[src/rtl/core/ddf_pkg.sv]
// shared types and constants for the dle stx/etx deframer
package ddf_pkg;

  localparam logic [7:0] DLE_CODE = 8'h10;
  localparam logic [7:0] ETX_CODE = 8'h03;

  localparam logic [7:0] START_BYTE_RST = 8'h02;
  localparam logic [7:0] MIN_LEN_RST    = 8'd4;

  localparam int CFG_ADDR_W = 3;

  localparam int FIFO_DEPTH = 4;
  localparam int FIFO_PTR_W = $clog2(FIFO_DEPTH);
  localparam int FIFO_CNT_W = $clog2(FIFO_DEPTH + 1);

  typedef enum logic [0:0] {
    REG_START_BYTE = 1'b0,
    REG_MIN_LEN    = 1'b1
  } reg_idx_t;

  typedef enum logic [1:0] {
    KIND_DATA  = 2'd0,
    KIND_GOOD  = 2'd1,
    KIND_BAD   = 2'd2,
    KIND_SHORT = 2'd3
  } kind_t;

  typedef enum logic [1:0] {
    PH_HUNT = 2'd0,
    PH_BODY = 2'd1,
    PH_ESC  = 2'd2,
    PH_CHK  = 2'd3
  } phase_t;

  typedef struct packed {
    logic [7:0] data;
    kind_t      kind;
    logic       frame_end;
  } res_item_t;

endpackage

[src/rtl/core/dle_stx_etx_deframer_core.sv]
// dle stuffed stx/etx frame receiver with xor check byte, single module
//
// usage:
//   input channel (in_valid/in_stall/in_byte) takes one received byte per item.
//   bytes are ignored until the start byte; the frame body is then unescaped
//   and each payload byte leaves on the result channel as a data item
//   (out_kind = data, out_frame_end = 0); the byte after the unescaped etx is
//   the check byte and gives one status item (good, bad checksum or too short)
//   with out_frame_end = 1 and out_byte = 0. a lone dle gives two data items.
// throughput:
//   an accepted byte is held in the input register, decoded from it, and its results
//   are written into the result queue that drives the result port. one byte per
//   cycle while the receiver keeps up; a byte with two results leaves them one after
//   the other on the single-item result port.
// stall:
//   results collect in a four-entry queue; decoding holds while fewer than two
//   entries are free and in_stall then rises.
// reset:
//   rst_n (synchronous) empties the queue and input register, returns to
//   hunting and restores start byte 0x02 and minimum length 4.
// configuration: apb, start byte at 0x0, minimum frame length at 0x4.
module dle_stx_etx_deframer_core (
  input  logic                          clk,
  input  logic                          rst_n,
  // input channel
  input  logic                          in_valid,
  output logic                          in_stall,
  input  logic [7:0]                    in_byte,
  // result channel
  output logic                          out_valid,
  input  logic                          out_stall,
  output logic [7:0]                    out_byte,
  output logic [1:0]                    out_kind,
  output logic                          out_frame_end,
  // configuration port
  input  logic                          psel,
  input  logic                          penable,
  input  logic                          pwrite,
  input  logic [ddf_pkg::CFG_ADDR_W-1:0] paddr,
  input  logic [31:0]                   pwdata,
  output logic [31:0]                   prdata,
  output logic                          pready
);
  import ddf_pkg::*;

  // configuration registers
  logic [7:0] start_byte_r;
  logic [7:0] min_len_r;
  logic       cfg_wr;
  reg_idx_t   cfg_idx;

  // input register
  logic       ir_vld_r;
  logic [7:0] ir_byte_r;

  // frame state
  phase_t     phase_r, phase_nxt;
  logic [7:0] xor_r, xor_nxt;
  logic [7:0] cnt_r, cnt_nxt;

  // result queue
  res_item_t               fifo_r [FIFO_DEPTH];
  logic [FIFO_PTR_W-1:0]   rd_ptr_r, wr_ptr_r;
  logic [FIFO_CNT_W-1:0]   count_r;
  logic [FIFO_PTR_W-1:0]   wr_ptr1;
  logic [1:0]              push_n;
  res_item_t               push0, push1;
  logic                    pop;
  logic                    proc_go;
  logic                    in_acc;
  logic [8:0]              frame_len;
  res_item_t               head;

  // apb access, always ready
  assign pready  = 1'b1;
  assign cfg_idx = reg_idx_t'(paddr[2]);
  assign cfg_wr  = psel & penable & pwrite;

  always_comb begin
    prdata = 32'd0;
    case (cfg_idx)
      REG_START_BYTE: prdata = {24'd0, start_byte_r};
      REG_MIN_LEN:    prdata = {24'd0, min_len_r};
      default:        prdata = 32'd0;
    endcase
  end

  always_ff @(posedge clk) begin
    if (!rst_n) begin
      start_byte_r <= START_BYTE_RST;
      min_len_r    <= MIN_LEN_RST;
    end else if (cfg_wr) begin
      case (cfg_idx)
        REG_START_BYTE: start_byte_r <= pwdata[7:0];
        REG_MIN_LEN:    min_len_r    <= pwdata[7:0];
        default:        ;
      endcase
    end
  end

  // decode only when two queue entries are free, enough for any byte
  assign proc_go  = ir_vld_r & (count_r <= FIFO_CNT_W'(FIFO_DEPTH - 2));
  assign in_stall = ir_vld_r & ~proc_go;
  assign in_acc   = in_valid & ~in_stall;

  always_ff @(posedge clk) begin
    if (!rst_n) begin
      ir_vld_r <= 1'b0;
    end else if (in_acc) begin
      ir_vld_r <= 1'b1;
    end else if (proc_go) begin
      ir_vld_r <= 1'b0;
    end
  end

  always_ff @(posedge clk) begin
    if (in_acc) begin
      ir_byte_r <= in_byte;
    end
  end

  // frame length counts start and check bytes on top of the escaped bytes
  assign frame_len = {1'b0, cnt_r} + 9'd2;

  always_comb begin
    phase_nxt = phase_r;
    xor_nxt   = xor_r;
    cnt_nxt   = cnt_r;
    push_n    = 2'd0;
    push0     = '{data: ir_byte_r, kind: KIND_DATA, frame_end: 1'b0};
    push1     = '{data: ir_byte_r, kind: KIND_DATA, frame_end: 1'b0};
    if (proc_go) begin
      case (phase_r)
        PH_HUNT: begin
          if (ir_byte_r == start_byte_r) begin
            phase_nxt = PH_BODY;
            xor_nxt   = 8'd0;
            cnt_nxt   = 8'd0;
          end
        end
        PH_BODY: begin
          xor_nxt = xor_r ^ ir_byte_r;
          cnt_nxt = (cnt_r == 8'hFF) ? cnt_r : cnt_r + 8'd1;
          if (ir_byte_r == DLE_CODE) begin
            phase_nxt = PH_ESC;
          end else if (ir_byte_r == ETX_CODE) begin
            phase_nxt = PH_CHK;
          end else begin
            push_n = 2'd1;
          end
        end
        PH_ESC: begin
          xor_nxt   = xor_r ^ ir_byte_r;
          cnt_nxt   = (cnt_r == 8'hFF) ? cnt_r : cnt_r + 8'd1;
          phase_nxt = PH_BODY;
          if (ir_byte_r == DLE_CODE || ir_byte_r == ETX_CODE) begin
            push_n = 2'd1;
          end else begin
            // lone dle is kept ahead of the byte
            push_n     = 2'd2;
            push0.data = DLE_CODE;
          end
        end
        PH_CHK: begin
          push_n          = 2'd1;
          push0.data      = 8'd0;
          push0.frame_end = 1'b1;
          if (frame_len < {1'b0, min_len_r}) begin
            push0.kind = KIND_SHORT;
          end else if (ir_byte_r != xor_r) begin
            push0.kind = KIND_BAD;
          end else begin
            push0.kind = KIND_GOOD;
          end
          phase_nxt = PH_HUNT;
          xor_nxt   = 8'd0;
          cnt_nxt   = 8'd0;
        end
        default: phase_nxt = PH_HUNT;
      endcase
    end
  end

  always_ff @(posedge clk) begin
    if (!rst_n) begin
      phase_r <= PH_HUNT;
      xor_r   <= 8'd0;
      cnt_r   <= 8'd0;
    end else begin
      phase_r <= phase_nxt;
      xor_r   <= xor_nxt;
      cnt_r   <= cnt_nxt;
    end
  end

  // result queue
  assign wr_ptr1 = wr_ptr_r + FIFO_PTR_W'(1);
  assign pop     = out_valid & ~out_stall;

  always_ff @(posedge clk) begin
    if (push_n != 2'd0) begin
      fifo_r[wr_ptr_r] <= push0;
    end
    if (push_n == 2'd2) begin
      fifo_r[wr_ptr1] <= push1;
    end
  end

  always_ff @(posedge clk) begin
    if (!rst_n) begin
      rd_ptr_r <= '0;
      wr_ptr_r <= '0;
      count_r  <= '0;
    end else begin
      wr_ptr_r <= wr_ptr_r + FIFO_PTR_W'(push_n);
      if (pop) begin
        rd_ptr_r <= rd_ptr_r + FIFO_PTR_W'(1);
      end
      count_r <= count_r + FIFO_CNT_W'(push_n) - FIFO_CNT_W'(pop);
    end
  end

  assign head          = fifo_r[rd_ptr_r];
  assign out_valid     = (count_r != '0);
  assign out_byte      = head.data;
  assign out_kind      = head.kind;
  assign out_frame_end = head.frame_end;

`ifndef SYNTH
  // queue never overfills
  a_fifo_bound: assert property (@(posedge clk) disable iff (!rst_n)
    count_r <= FIFO_CNT_W'(FIFO_DEPTH))
    else $error("result queue overflow");

  // a status item carries a verdict and a zero byte
  a_status_item: assert property (@(posedge clk) disable iff (!rst_n)
    (out_valid && out_frame_end) |-> (out_byte == 8'd0 && out_kind != KIND_DATA))
    else $error("malformed status item");

  // an item that does not close a frame is always a payload item
  a_data_item: assert property (@(posedge clk) disable iff (!rst_n)
    (out_valid && !out_frame_end) |-> (out_kind == KIND_DATA))
    else $error("data item with verdict kind");

  // the check byte returns the receiver to hunting with cleared state
  a_frame_close: assert property (@(posedge clk) disable iff (!rst_n)
    (proc_go && phase_r == PH_CHK) |=> (phase_r == PH_HUNT && cnt_r == 8'd0 && xor_r == 8'd0))
    else $error("frame state not cleared after check byte");
`endif

endmodule

[config.mk]
export PLATFORM = sky130hd
export DESIGN_NAME = dle_stx_etx_deframer_core
export DESIGN_NICKNAME = d
export VERILOG_FILES = /design/src/rtl/core/ddf_pkg.sv /design/src/rtl/core/dle_stx_etx_deframer_core.sv
export SDC_FILE = /design/constraint.sdc
export NUM_CORES = 1
export LEC_CHECK = 0
export BUFFER_PORTS_ARGS = -buffer_cell sky130_fd_sc_hd__buf_2
export CAP_MARGIN = 20
export CORE_ASPECT_RATIO = 0.75
export CORE_UTILIZATION = 54
export CTS_CLUSTER_SIZE = 8
export DETAILED_ROUTE_END_ITERATION = 7
export GPL_TIMING_DRIVEN = 0
export HOLD_SLACK_MARGIN = 0.03
export MAX_ROUTING_LAYER = met4
export PLACE_DENSITY = 0.78
export SYNTH_ARGS = -nofsm -noshare
export SYNTH_HDL_FRONTEND = slang
export SYNTH_SLANG_ARGS = --single-unit
[constraint.sdc]
create_clock -name clk -period 3 [get_ports clk]
set_input_delay 0.6 -clock clk [delete_from_list [all_inputs] [get_ports clk]]
set_output_delay 0.6 -clock clk [all_outputs]
set_load 0.01 [all_outputs]
Word level (Yosys, flattened, before mapping)
Memory sizes are Yosys's and may differ from the RTL's. A register that Yosys moved wholly into a read port is not among the register bits.
Cells that the tools add are included.
{"block": "totals", "elab_cells": 82, "ff_bits": 50, "mem_count": 1, "in_bits": 50, "ram_bits": 44, "out_inout_bits": 46}
{"block": "classes", "muxes": 28, "n_reduce_logical": 11, "n_bitwise": 11, "add_sub_neg": 7, "eq_ne": 12, "magnitude_cmp": 2}
{"name": "fifo_r", "words": 4, "word_bits": 11, "rd": 1, "rd_clocked_by_memory_dff": 1, "wr": 2, "line_no": "dle_stx_etx_deframer_core.sv:62", "text": "res_item_t fifo_r [FIFO_DEPTH];"}
{"cell": "$pmux W32 S2", "n": 1}
{"cell": "$pmux W8 S3", "n": 2}
{"cell": "$mux W8", "n": 3}
{"cell": "$mux W2", "n": 9}
{"cell": "$pmux W8 S2", "n": 1}
{"cell": "$mux W11", "n": 1}
{"cell": "$add A8 B2 Y9 const B", "n": 1}
{"cell": "$lt A9 B8 Y1", "n": 1}
{"cell": "$add A8 B1 Y8 const B", "n": 1}
{"cell": "$eq A8 B2 Y1 const B", "n": 1}
{"cell": "$eq A8 B5 Y1 const B", "n": 1}
{"cell": "$eq A8 B8 Y1", "n": 1}
{"cell": "$eq A8 B8 Y1 const B", "n": 1}
{"cell": "$mux W1", "n": 8}
{"cell": "$ne A8 B8 Y1", "n": 1}
{"cell": "$pmux W2 S4", "n": 1}
{"cell": "$xor A8 B8 Y8", "n": 1}
{"cell": "$and A1 B1 Y1", "n": 6}
{"cell": "$eq A2 B2 Y1 const B", "n": 3}
{"cell": "$pmux W2 S3", "n": 1}
{"cell": "$reduce_and A2 Y1", "n": 3}
{"cell": "$reduce_and A3 Y1", "n": 2}
{"cell": "$add A2 B1 Y2 const B", "n": 2}
{"cell": "$ne A2 B2 Y1 const B", "n": 2}
{"cell": "13 further kinds", "n": 17}

Depth between registers and ports, before layout
Gate-level depths: netlist of run 1.
{"block": "depth", "word_depth": 8, "mapped_depth": 11, "mapped_depth_nobuf": 11}

Least setup slack after synthesis of run 1
OpenSTA, ideal clock, no wires.
{"block": "synth_timing", "kind": "reg-to-reg", "startpoint": "register ir_byte_r[7]", "endpoint": "register count_r[2]", "period_less_slack_ns": 2.492, "arrival_ns": 2.377, "setup_ns": 0.115, "slack_ns": 0.508, "path_stages_with_launch": 12, "cell_sequence": "edfxtp_1 -> nor4_4 -> o211a_2 -> nand2_1 -> o21ai_1 -> nand2_1 -> ha_1 -> inv_1 -> ha_1 -> fa_1 -> xnor2_1 -> and2_1"}
{"block": "synth_between", "elab_chain_len": 7, "elab_cells_between_ends": 10, "cone_classes": "add/sub (2); eq/ne (2); mux (5); reduce/logical (1)"}
{"element": "start, declared", "line_no": "dle_stx_etx_deframer_core.sv:54", "text": "logic [7:0] ir_byte_r;"}
{"element": "start signal, assigned", "line_no": "dle_stx_etx_deframer_core.sv:118", "text": "ir_byte_r <= in_byte;"}
{"element": "$eq A8 B2 Y1 / $eq A8 B5 Y1 (equally long branches)", "line_no": "dle_stx_etx_deframer_core.sv:146, dle_stx_etx_deframer_core.sv:156, dle_stx_etx_deframer_core.sv:144"}
{"element": "$mux W1 / $logic_or A1 B1 Y1 (equally long branches)", "line_no": "dle_stx_etx_deframer_core.sv:146, dle_stx_etx_deframer_core.sv:156"}
{"element": "$mux W1 / $mux W2 (equally long branches)", "line_no": "dle_stx_etx_deframer_core.sv:144, dle_stx_etx_deframer_core.sv:156"}
{"element": "$pmux W2 S3 *", "line_no": "dle_stx_etx_deframer_core.sv:133", "text": "case (phase_r)"}
{"element": "$mux W2 *", "line_no": "dle_stx_etx_deframer_core.sv:132", "text": "if (proc_go) begin"}
{"element": "$add A3 B2 Y3 *", "line_no": "dle_stx_etx_deframer_core.sv:219", "text": "count_r <= count_r + FIFO_CNT_W'(push_n) - FIFO_CNT_W'(pop);"}
{"element": "$sub A3 B1 Y3 *", "line_no": "dle_stx_etx_deframer_core.sv:219"}
{"element": "end signal, assigned", "line_no": "dle_stx_etx_deframer_core.sv:219"}
{"element": "end, declared", "line_no": "dle_stx_etx_deframer_core.sv:64", "text": "logic [FIFO_CNT_W-1:0] count_r;"}
Mark *: on every way between the ends. The rest lies on a longest branch, timed or not.
A chain may end at the register's enable or synchronous reset.

==> implementation parameters, run 1 <==
Parameter                              Value

Clock tree
  Number of buffers added by the clock tree synthesis step    9
  Number of buffers between clock root and the deepest sink    2
  Clk_lat worst skew    0.35 ns
  Number of sinks on the clock net    96
  Clk Tree Root Cell    clkbuf_16
  Number of hold-repair buffers added at the cts stage    0
  Setup fix buffers added after clock tree synthesis    0
  Clock transition at path regs    0.07 ns
  Number of gates resized after CTS    0
  Maximum level of the CTS H-tree    3
  TritonCTS clock tree    built

STA
  Achievable frequency    346 MHz
  Final critical delay including setup and external delays    2.89 ns
  Actual transition at the worst max-transition pin    0.871 ns
  Number of max-slew violations in the final report    0
  Hold Vio Cnt, Final    0
  Post-Route Setup TNS    0 ns
  Slew margin rel.    41.9%
  Worst Skew    0.0144 ns
  Setup repair after global routing missed its margin    false
  Count of final setup violators    0
  Worst Hold Margin    0.420 ns
  Final critical-path share of the clock period    96.3%

Setup path
  Worst setup path end    fifo_r[0][6]$_DFFE_PP_
  Reg2reg path depth    6
  Kind of start point of the critical path    register
  Crit Path Category    register to register
  Required time reported for the critical path endpoint    3.00 ns
  Slack of the worst reg-to-reg path    0.11 ns
  Sort of element at the end of the critical path    register
  Startpoint of the worst-slack reg-to-reg timing path    ir_byte_r[4]$_DFFE_PP_
  Number of stages on the worst setup path    6
  Worst setup path startpoint    ir_byte_r[4]$_DFFE_PP_
  Delay of the slowest critical-path stage    0.56 ns
  Count of buffer and inverter cells on the critical path    1
  Crit path cell chain    and3b_1 > o211ai_1 > mux2_2 > nor3_1 > a31oi_1 > inv_1
  Largest fanout of any net on the critical path    8
  Critical path's slowest cell    edfxtp_1
  Kind of cell adding the most delay to the critical path    simple AND/OR/NAND/NOR gates
  Endpoint arrival time on the critical path    2.89 ns
  Worst R2R End    fifo_r[0][6]$_DFFE_PP_

Synth
  Yosys warnings    0
  Post-synth design cell area    5080 um^2
  EDFF count, synth    40
  Library cell with the highest instance count after synthesis    nand2_1
  Largest area contributor in the synthesized netlist    edfxtp_1
  Ys flop type    dfxtp_1
  Post-synthesis cell type count    63
  Average cell area after synthesis    10.2 um^2
  Top post-synthesis cells by count    nand2_1 (63), dfxtp_1 (56), edfxtp_1 (40), inv_1 (28), nor2_1 (26)
  Synth top area share    23.6%
  Async set-reset flop share out of synthesis    0%
  Number of storage elements in the synthesis netlist    96
  Post-synthesis instance total    499
  Post-synthesis sequential area ratio    45.7%
  Synth top area cells    edfxtp_1 (24%), dfxtp_1 (22%), mux4_2 (4.9%), ha_1 (4.7%), nand2_1 (4.7%)

Worst hold path
  Type of the tightest min-delay check    primary input to register

GRT
  First-pass GRT wire length    18300 um
  Grt ovf    0
  Global routing usage summed across all routing layers    25.4%
  Maximum number of pins on one net before global-route repair    17
  Number of global-route vias before repair    3661
  Initial antenna violation count    0

Die
  Initial cell density of the core    55.9%
  Placeable core region    9080 um^2
  Die area    9800 um^2
  Overall die height    86.0 um
  Horizontal extent of the die    114 um
  Standard-cell rows    30
  Count of pins on the block boundary    96

Placed design
  Number of buffers inserted by port buffering    44
  HPWL Detailed    8330 um
  Gp weighted congestion    0.925

Drt
  Post-route DRC    0
  Vias per Instance    5.53
  Count of antenna-violating nets left after detailed routing    0
  Routed length per placed instance    16.1 um
  Count of vias placed by the detailed router    3925
  First DRT Iteration DRCs    225
  Pre-antenna DRT Iters    5
  Sum of routed wire length over all layers    11500 um

Cells and area
  Filler Cell Count    732
  Area taken by flip-flops and latches    2320 um^2
  Number of antenna diodes    0
  Multi-input gate area in the final layout    2470 um^2
  # nets final    647
  Ratio of cells with drive above 1 in the final layout    20.1%
  Area growth syn-to-layout    15.4%

Power and ir drop
  Leak    0.00240 uW
  Maximum resistive drop on vdd    393 uV
  Total power divided by cell area    533 nW/um^2

Run status
  Result of the run    completed

Flow run
  Max Cap Violations    0
[placed cells by master, fill, tap and decap left out, types with 19 or more instances in the layout]
master / count
inv_1: 28
nor2_1: 26
edfxtp_1: 40
ha_1: 19
buf_2: 45
buf_4: 25
xnor2_1: 23
nand2_1: 63
dfxtp_1: 56
conb_1: 25
[cell type report]
cell class / instances / area share, %
multi-input combinational: 351 / 42.2
sequential: 96 / 39.6
buffer: 45 / 4.50
clock buffer: 12 / 4.42
timing repair buffer: 44 / 3.76
tap: 128 / 2.73
inverter: 30 / 1.92
clock inverter: 4 / 0.896
[worst min path at each step]
stage	slack (ns)	to	start	cells past startpoint
6_report	0.42	ir_byte_r[3]$_DFFE_PP_	in_byte[3]	1
5_1_grt	0.41	ir_byte_r[3]$_DFFE_PP_	in_byte[3]	1
4_1_cts	0.42	ir_byte_r[3]$_DFFE_PP_	in_byte[3]	1
3_5_place_dp	0.44	fifo_r[1][0]$_SDFFE_PP0P_	fifo_r[1][0]$_SDFFE_PP0P_	2
3_3_place_gp	0.43	fifo_r[1][0]$_SDFFE_PP0P_	fifo_r[1][0]$_SDFFE_PP0P_	2
2_1_floorplan	0.42	fifo_r[1][0]$_SDFFE_PP0P_	fifo_r[1][0]$_SDFFE_PP0P_	2
[cells by family after synthesis]
logic type / synth area share, %
AOI/OAI and AO/OA: 12.3
xor gates and xnor gates: 4.83
adders and majority gates: 5.07
buffers and inverters: 7.41
DFF: 45.7
muxes: 8.05
other: 0.148
and+or+nand+nor: 16.5
[per-stage QoR]
stage | worst slack [ns] | total power (uW) | std cells | util (%) | cell area, um^2
after floorplan | 0.508 | 1820 | 522 | - | 5170
after global placement | 0.104 | 1940 | 694 | 61.1 | 5550
after detailed placement | 0.0895 | 1960 | 694 | 61.1 | 5550
after CTS | 0.0727 | 3120 | 710 | 64.5 | 5860
after global routing | 0.0192 | 3240 | 710 | 64.5 | 5860
final | 0.110 | 3120 | 710 | 64.5 | 5860
[power breakdown]
| group | total (uW) | leakage, uW | switching, uW | internal, uW |
|---|---|---|---|---|
| Combinational | 470 | 0.00138 | 246 | 225 |
| Sequential | 1470 | 0.000865 | 60.4 | 1410 |
| Clock | 1190 | 0.000155 | 484 | 702 |
[metal layers]
layer | GRT usage, % | vias up | wire [um]
li1 | - | 1886 | -
met1 | 34.1 | 1860 | 5290
met2 | 38.0 | 160 | 5120
met3 | 6.36 | 19 | 855
met4 | 7.91 | 0 | 187
met5 | - | - | 0
[state kept, by name, indices dropped and copies added, names as in the netlist, named ones only]
register      cells
xor_r             8
rd_ptr_r          2
start_byte_r      8
count_r           3
wr_ptr_r          2
ir_vld_r          1
phase_r           2
fifo_r           44
cnt_r             8
ir_byte_r         8
min_len_r         8
Power figures use the tool's default switching activity.
==> run 2: changes to the inputs <==
--- a/config.mk
+++ b/config.mk
@@ -15,6 +15,7 @@
 export HOLD_SLACK_MARGIN = 0.03
 export MAX_ROUTING_LAYER = met4
 export PLACE_DENSITY = 0.78
+export RECOVER_POWER = 25
 export SYNTH_ARGS = -nofsm -noshare
 export SYNTH_HDL_FRONTEND = slang
 export SYNTH_SLANG_ARGS = --single-unit
==> constraint.sdc (replaced) <==
create_clock -name clk -period 3.3 [get_ports clk]
set_input_delay 0.66 -clock clk [delete_from_list [all_inputs] [get_ports clk]]
set_output_delay 0.66 -clock clk [all_outputs]
set_load 0.01 [all_outputs]
==> run 2 against run 1 <==
Net effect: die area did not move; non-clock buffer count unchanged; largest power group unchanged; combinational power is 10% lower; power shrank 9.4%; sequential share of layout area increased by 0.051 points; clock skew down 0.00093 ns.
==> implementation parameters, run 2 (synthesis gave the netlist of run 1 again) <==
Parameter                              Value

Run status
  Result of the run    completed (unchanged)

STA
  Final critical delay including setup and external delays    3.01 ns (was 2.89 ns)
  Setup repair after global routing missed its margin    false (unchanged)
  Actual transition at the worst max-transition pin    0.872 ns (was 0.871 ns)
  Worst setup slack after layout    0.290 ns (was 0.110 ns)
  Post-Route Setup TNS    0 ns (unchanged)
  Slew margin rel.    41.9% (about the same)
  Achievable frequency    332 MHz (was 346 MHz)
  Hold Vio Cnt, Final    0 (unchanged)
  Number of max-slew violations in the final report    0 (unchanged)
  Count of final setup violators    0 (unchanged)
  Final critical-path share of the clock period    91.2% (was 96.3%)
  Worst Skew    0.0135 ns (was 0.0144 ns)

GRT
  Maximum number of pins on one net before global-route repair    17 (unchanged)
  Grt ovf    0 (unchanged)
  First-pass GRT wire length    18300 um (unchanged)
  Number of global-route vias before repair    3661 (unchanged)
  Initial antenna violation count    0 (unchanged)
  Global routing usage summed across all routing layers    25.4% (unchanged)

Die
  Standard-cell rows    30 (unchanged)
  Overall die height    86.0 um (unchanged)
  Placeable core region    9080 um^2 (unchanged)
  Horizontal extent of the die    114 um (unchanged)
  Initial cell density of the core    55.9% (unchanged)
  Count of pins on the block boundary    96 (unchanged)
  Die area    9800 um^2 (unchanged)

Drt
  Pre-antenna DRT Iters    5 (unchanged)
  Sum of routed wire length over all layers    11500 um (about the same)
  Count of vias placed by the detailed router    3927 (was 3925)
  First DRT Iteration DRCs    227 (was 225)
  Vias per Instance    5.53 (about the same)
  Post-route DRC    0 (unchanged)
  Count of antenna-violating nets left after detailed routing    0 (unchanged)
  Routed length per placed instance    16.1 um (about the same)

Clock tree
  Clk_lat worst skew    0.35 ns (about the same)
  Number of gates resized after CTS    0 (unchanged)
  Number of buffers added by the clock tree synthesis step    9 (unchanged)
  Clock transition at path regs    0.06 ns (was 0.07 ns)
  Clk Tree Root Cell    clkbuf_16 (unchanged)
  Setup fix buffers added after clock tree synthesis    0 (unchanged)
  Number of buffers between clock root and the deepest sink    2 (unchanged)
  Maximum level of the CTS H-tree    3 (unchanged)
  Number of sinks on the clock net    96 (unchanged)
  TritonCTS clock tree    built (unchanged)
  Number of hold-repair buffers added at the cts stage    0 (unchanged)

Setup path
  Largest fanout of any net on the critical path    8 (unchanged)
  Critical path's slowest cell    a21oi_1 (was edfxtp_1)
  Endpoint arrival time on the critical path    3.01 ns (was 2.89 ns)
  Required time reported for the critical path endpoint    3.30 ns (was 3.00 ns)
  Delay of the slowest critical-path stage    0.48 ns (was 0.56 ns)
  Crit path cell chain    a21oi_1 > and2_1 > clkbuf_1 > nand4_1 > nor3_1 > nor2_1 > inv_1 (was and3b_1 > o211ai_1 > mux2_2 > nor3_1 > a31oi_1 > inv_1)
  Kind of start point of the critical path    register (unchanged)
  Crit Path Category    register to register (unchanged)
  Sort of element at the end of the critical path    register (unchanged)

Flow run
  Max Cap Violations    0 (unchanged)

Placed design
  Post-Place Setup Slack    0.389 ns (was 0.0895 ns)
  Gp weighted congestion    0.925 (unchanged)
  Placed insts    694 (unchanged)
  HPWL Detailed    8330 um (unchanged)
  Number of buffers inserted by port buffering    44 (unchanged)

Cells and area
  # nets final    647 (unchanged)
  Flip-flop count of the largest register, all copies and words added    44 (unchanged)
  Final design utilization    64.4% (was 64.5%)
  Ratio of cells with drive above 1 in the final layout    19.4% (was 20.1%)
  Leading cell type in the layout, fill and taps excluded    nand2_1 (unchanged)
  Non-filler cells in the finished layout    710 (unchanged)
  Multi-input gate area in the final layout    2470 um^2 (about the same)
  Area taken by flip-flops and latches    2320 um^2 (unchanged)
  Most frequent cells in the layout    nand2_1 (63), dfxtp_1 (56), buf_2 (42) (was nand2_1 (63), dfxtp_1 (56), buf_2 (45))
  Area growth syn-to-layout    15.2% (was 15.4%)
  Register name with the most flops    fifo_r (unchanged)
  Number of antenna diodes    0 (unchanged)
  Filler Cell Count    734 (was 732)

Power and ir drop
  Total power divided by cell area    483 nW/um^2 (was 533 nW/um^2)
  Maximum resistive drop on vdd    355 uV (was 393 uV)
  Leak    0.00238 uW (was 0.00240 uW)

Worst hold path
  Type of the tightest min-delay check    register to register (was primary input to register)
## run 2: cell types whose count changed in the layout (fill, tap and decap cells not counted), sizes merged
cell / change
buf: -3
clkbuf: +3
## run 2: where the power goes
part           switching [uW]  leakage [uW]  total [uW]  internal [uW]
Clock                     437      0.000155        1080            638
Combinational             224       0.00136         423            198
Sequential               51.3      0.000865        1330           1280
Total                     713       0.00238        2830           2110
## run 2: final cells by class
class	instances	share of cell area [%]
well taps	128	2.74
flip-flops and latches	96	39.7
inverters	30	1.92
clock buffers	12	4.42
repair buffers	44	3.70
clock inverters	4	0.898
multi-input cells	351	42.1
plain buffers	45	4.51
## run 2: per-layer routing
| metal | share of wire, % | vias up | track usage [%] |
|---|---|---|---|
| li1 | - | 1881 | - |
| met1 | 46 | 1858 | 34.1 |
| met2 | 45 | 167 | 38.0 |
| met3 | 7.2 | 21 | 6.36 |
| met4 | 1.7 | 0 | 7.91 |
| met5 | 0 | - | - |
## run 2: worst paths after layout
check	start	end	slack (ns)	depth (start not counted)
max	count_r[1]$_SDFF_PN0_	fifo_r[2][6]$_DFFE_PP_	0.29	7
min reg2reg	fifo_r[1][0]$_SDFFE_PP0P_	fifo_r[1][0]$_SDFFE_PP0P_	0.46	2
max reg2reg	count_r[1]$_SDFF_PN0_	fifo_r[2][6]$_DFFE_PP_	0.29	7
min	fifo_r[1][0]$_SDFFE_PP0P_	fifo_r[1][0]$_SDFFE_PP0P_	0.46	2
## run 2: critical path: cells and delay by family, from the launching register on
kind / cells / cell delay (ns)
and+or+nand+nor: 4 / 1.22
buffers and inverters: 2 / 0.62
AOI/OAI and AO/OA: 1 / 0.48
DFF: 1 / 0.33
## run 2: per-stage QoR
step                cell area, um^2  total power (uW)  hold slack, ns
floorplan                      5170              1660           0.419
global placement               5550              1770           0.430
detailed placement             5550              1780           0.442
CTS                            5860              2840           0.452
global route                   5850              2940           0.470
finish                         5850              2830           0.456
==> run 3: changes to the inputs <==
==> constraint.sdc (replaced) <==
create_clock -name clk -period 3.3 [get_ports clk]
set_input_delay 0.33 -clock clk [delete_from_list [all_inputs] [get_ports clk]]
set_output_delay 0.33 -clock clk [all_outputs]
set_load 0.01 [all_outputs]
==> run 3 against run 2 <==
Net effect: non-clock buffer count unchanged; sequential cell count unchanged; power about the same; fmax up 0.16%; first-iteration DRC count unchanged; count of clock-buffer cells in the layout unchanged; clock power about the same; clock skew about the same; die area unchanged; highest routed layer unchanged.
==> implementation parameters, run 3 (synthesis gave the netlist of run 1 again) <==
Parameter                              Value

Worst hold path
  Worst Min Path Start    in_byte[3] (was fifo_r[1][0]$_SDFFE_PP0P_)
  Hold path depth    1 (was 2)
  Min-Delay Endpoint    ir_byte_r[3]$_DFFE_PP_ (was fifo_r[1][0]$_SDFFE_PP0P_)
  Type of the tightest min-delay check    primary input to register (was register to register)

STA
  Worst Hold Margin    0.151 ns (was 0.456 ns)
  Actual transition at the worst max-transition pin    0.867 ns (was 0.872 ns)
  Final critical-path share of the clock period    91.1% (was 91.2%)
  Slew margin rel.    42.2% (was 41.9%)
  Setup repair after global routing missed its margin    false (unchanged)
  Achievable frequency    333 MHz (was 332 MHz)
  Count of final setup violators    0 (unchanged)
  Worst Skew    0.0136 ns (was 0.0135 ns)
  Hold Vio Cnt, Final    0 (unchanged)
  Final critical delay including setup and external delays    3.01 ns (about the same)
  Post-Route Setup TNS    0 ns (unchanged)
  Number of max-slew violations in the final report    0 (unchanged)

Cells and area
  Flip-flop count of the largest register, all copies and words added    44 (unchanged)
  Ratio of cells with drive above 1 in the final layout    18.0% (was 19.4%)
  Filler Cell Count    741 (was 734)
  Register name with the most flops    fifo_r (unchanged)
  Final design utilization    64.3% (was 64.4%)
  Number of antenna diodes    0 (unchanged)
  Area growth syn-to-layout    15.0% (was 15.2%)
  Layout Cell Area excl Fill    5840 um^2 (was 5850 um^2)
  # nets final    647 (unchanged)
  Most frequent cells in the layout    nand2_1 (63), dfxtp_1 (56), edfxtp_1 (40) (was nand2_1 (63), dfxtp_1 (56), buf_2 (42))
  Leading cell type in the layout, fill and taps excluded    nand2_1 (unchanged)

Clock tree
  Number of sinks on the clock net    96 (unchanged)
  Maximum level of the CTS H-tree    3 (unchanged)
  Clock transition at path regs    0.07 ns (was 0.06 ns)
  Number of hold-repair buffers added at the cts stage    0 (unchanged)
  Clk_lat worst skew    0.35 ns (about the same)
  TritonCTS clock tree    built (unchanged)
  Number of buffers between clock root and the deepest sink    2 (unchanged)
  Clk Tree Root Cell    clkbuf_16 (unchanged)
  Setup fix buffers added after clock tree synthesis    0 (unchanged)
  Number of buffers added by the clock tree synthesis step    9 (unchanged)
  Number of gates resized after CTS    0 (unchanged)

Flow run
  Max Cap Violations    0 (unchanged)

Drt
  Count of vias placed by the detailed router    3914 (was 3927)
  Post-route DRC    0 (unchanged)
  First DRT Iteration DRCs    227 (unchanged)
  Sum of routed wire length over all layers    11400 um (was 11500 um)
  Pre-antenna DRT Iters    5 (unchanged)
  Vias per Instance    5.51 (was 5.53)
  Routed length per placed instance    16.1 um (about the same)
  Count of antenna-violating nets left after detailed routing    0 (unchanged)

Setup path
  Kind of start point of the critical path    register (unchanged)
  Largest fanout of any net on the critical path    8 (unchanged)
  Reg2reg path depth    7 (unchanged)
  Required time reported for the critical path endpoint    3.30 ns (about the same)
  Crit Path Category    register to register (unchanged)
  Sort of element at the end of the critical path    register (unchanged)
  Endpoint arrival time on the critical path    3.00 ns (was 3.01 ns)
  Startpoint of the worst-slack reg-to-reg timing path    count_r[1]$_SDFF_PN0_ (unchanged)
  Slack of the worst reg-to-reg path    0.29 ns (about the same)
  Worst R2R End    fifo_r[2][6]$_DFFE_PP_ (unchanged)

Die
  Die area    9800 um^2 (unchanged)
  Count of pins on the block boundary    96 (unchanged)
  Horizontal extent of the die    114 um (unchanged)
  Initial cell density of the core    55.9% (unchanged)
  Overall die height    86.0 um (unchanged)
  Standard-cell rows    30 (unchanged)
  Placeable core region    9080 um^2 (unchanged)

GRT
  Grt ovf    0 (unchanged)
  Maximum number of pins on one net before global-route repair    17 (unchanged)
  Global routing usage summed across all routing layers    25.4% (unchanged)
  First-pass GRT wire length    18300 um (unchanged)
  Number of global-route vias before repair    3661 (unchanged)
  Initial antenna violation count    0 (unchanged)

Placed design
  Number of buffers inserted by port buffering    44 (unchanged)
  HPWL Detailed    8330 um (unchanged)
  Placed inst area    5550 um^2 (unchanged)
  Gp weighted congestion    0.925 (unchanged)

Power and ir drop
  Clock network power share    38.1% (was 38.0%)
  Switch Pwr    714 uW (was 713 uW)
  Sw frac    25.3% (was 25.2%)
  Maximum resistive drop on vdd    356 uV (was 355 uV)
  Sequential group share of total power    47.0% (about the same)
  Internal cell power    2110 uW (about the same)
  Total power divided by cell area    484 nW/um^2 (was 483 nW/um^2)
  Leak    0.00235 uW (was 0.00238 uW)
  Total power draw    2830 uW (about the same)
  Relative contribution of combinational cells to total power    14.9% (was 15.0%)

Run status
  Result of the run    completed (unchanged)
run 3: changes by cell type in the layout (fill, tap and decap cells not counted), sizes merged:
cell,before,now
buf,69,61
clkbuf,32,40
run 3: worst max path at each step:
stage | startpoint | endpoint | slack (ns) | cells past startpoint
after floorplan | ir_byte_r[7]$_DFFE_PP_ | count_r[2]$_SDFF_PN0_ | 0.81 | 11
after global placement | count_r[1]$_SDFF_PN0_ | count_r[2]$_SDFF_PN0_ | 0.40 | 9
after detailed placement | count_r[1]$_SDFF_PN0_ | count_r[2]$_SDFF_PN0_ | 0.39 | 9
after CTS | count_r[1]$_SDFF_PN0_ | count_r[2]$_SDFF_PN0_ | 0.37 | 9
after global routing | count_r[1]$_SDFF_PN0_ | count_r[2]$_SDFF_PN0_ | 0.23 | 9
final | count_r[1]$_SDFF_PN0_ | fifo_r[2][6]$_DFFE_PP_ | 0.29 | 7
run 3: through the flow:
step	worst slack (ns)	cells
finish	0.294	710
global route	0.227	710
CTS	0.373	710
detailed placement	0.389	694
global placement	0.404	694
floorplan	0.808	522
run 3: per-layer routing:
| metal | wire length [um] | vias up | track usage, % |
|---|---|---|---|
| met5 | 0 | - | - |
| met4 | 199 | 0 | 7.91 |
| met3 | 815 | 19 | 6.36 |
| met2 | 5120 | 149 | 38.0 |
| met1 | 5310 | 1863 | 34.1 |
| li1 | - | 1883 | - |
run 3: layout make-up:
cell class / instances / area [um^2] / share of cell area, %
Inverter: 30 / 113 / 1.93
Clock inverter: 4 / 52.6 / 0.899
Sequential cell: 96 / 2320 / 39.7
Multi-Input combinational cell: 351 / 2470 / 42.2
Clock buffer: 12 / 259 / 4.43
Timing Repair Buffer: 44 / 206 / 3.53
Tap cell: 128 / 160 / 2.74
Buffer: 45 / 264 / 4.52
run 3: critical path, cell delays in order, from the launching register on:
cell,delay (ns)
dfxtp_1,0.33
a21oi_1,0.49
and2_1,0.20
clkbuf_1,0.29
nand4_1,0.38
nor3_1,0.46
nor2_1,0.17
inv_1,0.33
run 3: power by group through the flow:
stage | Clock (uW) | Combinational, uW | Sequential, uW
after floorplan | 0 | 321 | 1340
after global placement | 0 | 417 | 1350
after detailed placement | 0 | 427 | 1350
after CTS | 1080 | 430 | 1330
after global routing | 1130 | 469 | 1330
final | 1080 | 422 | 1330
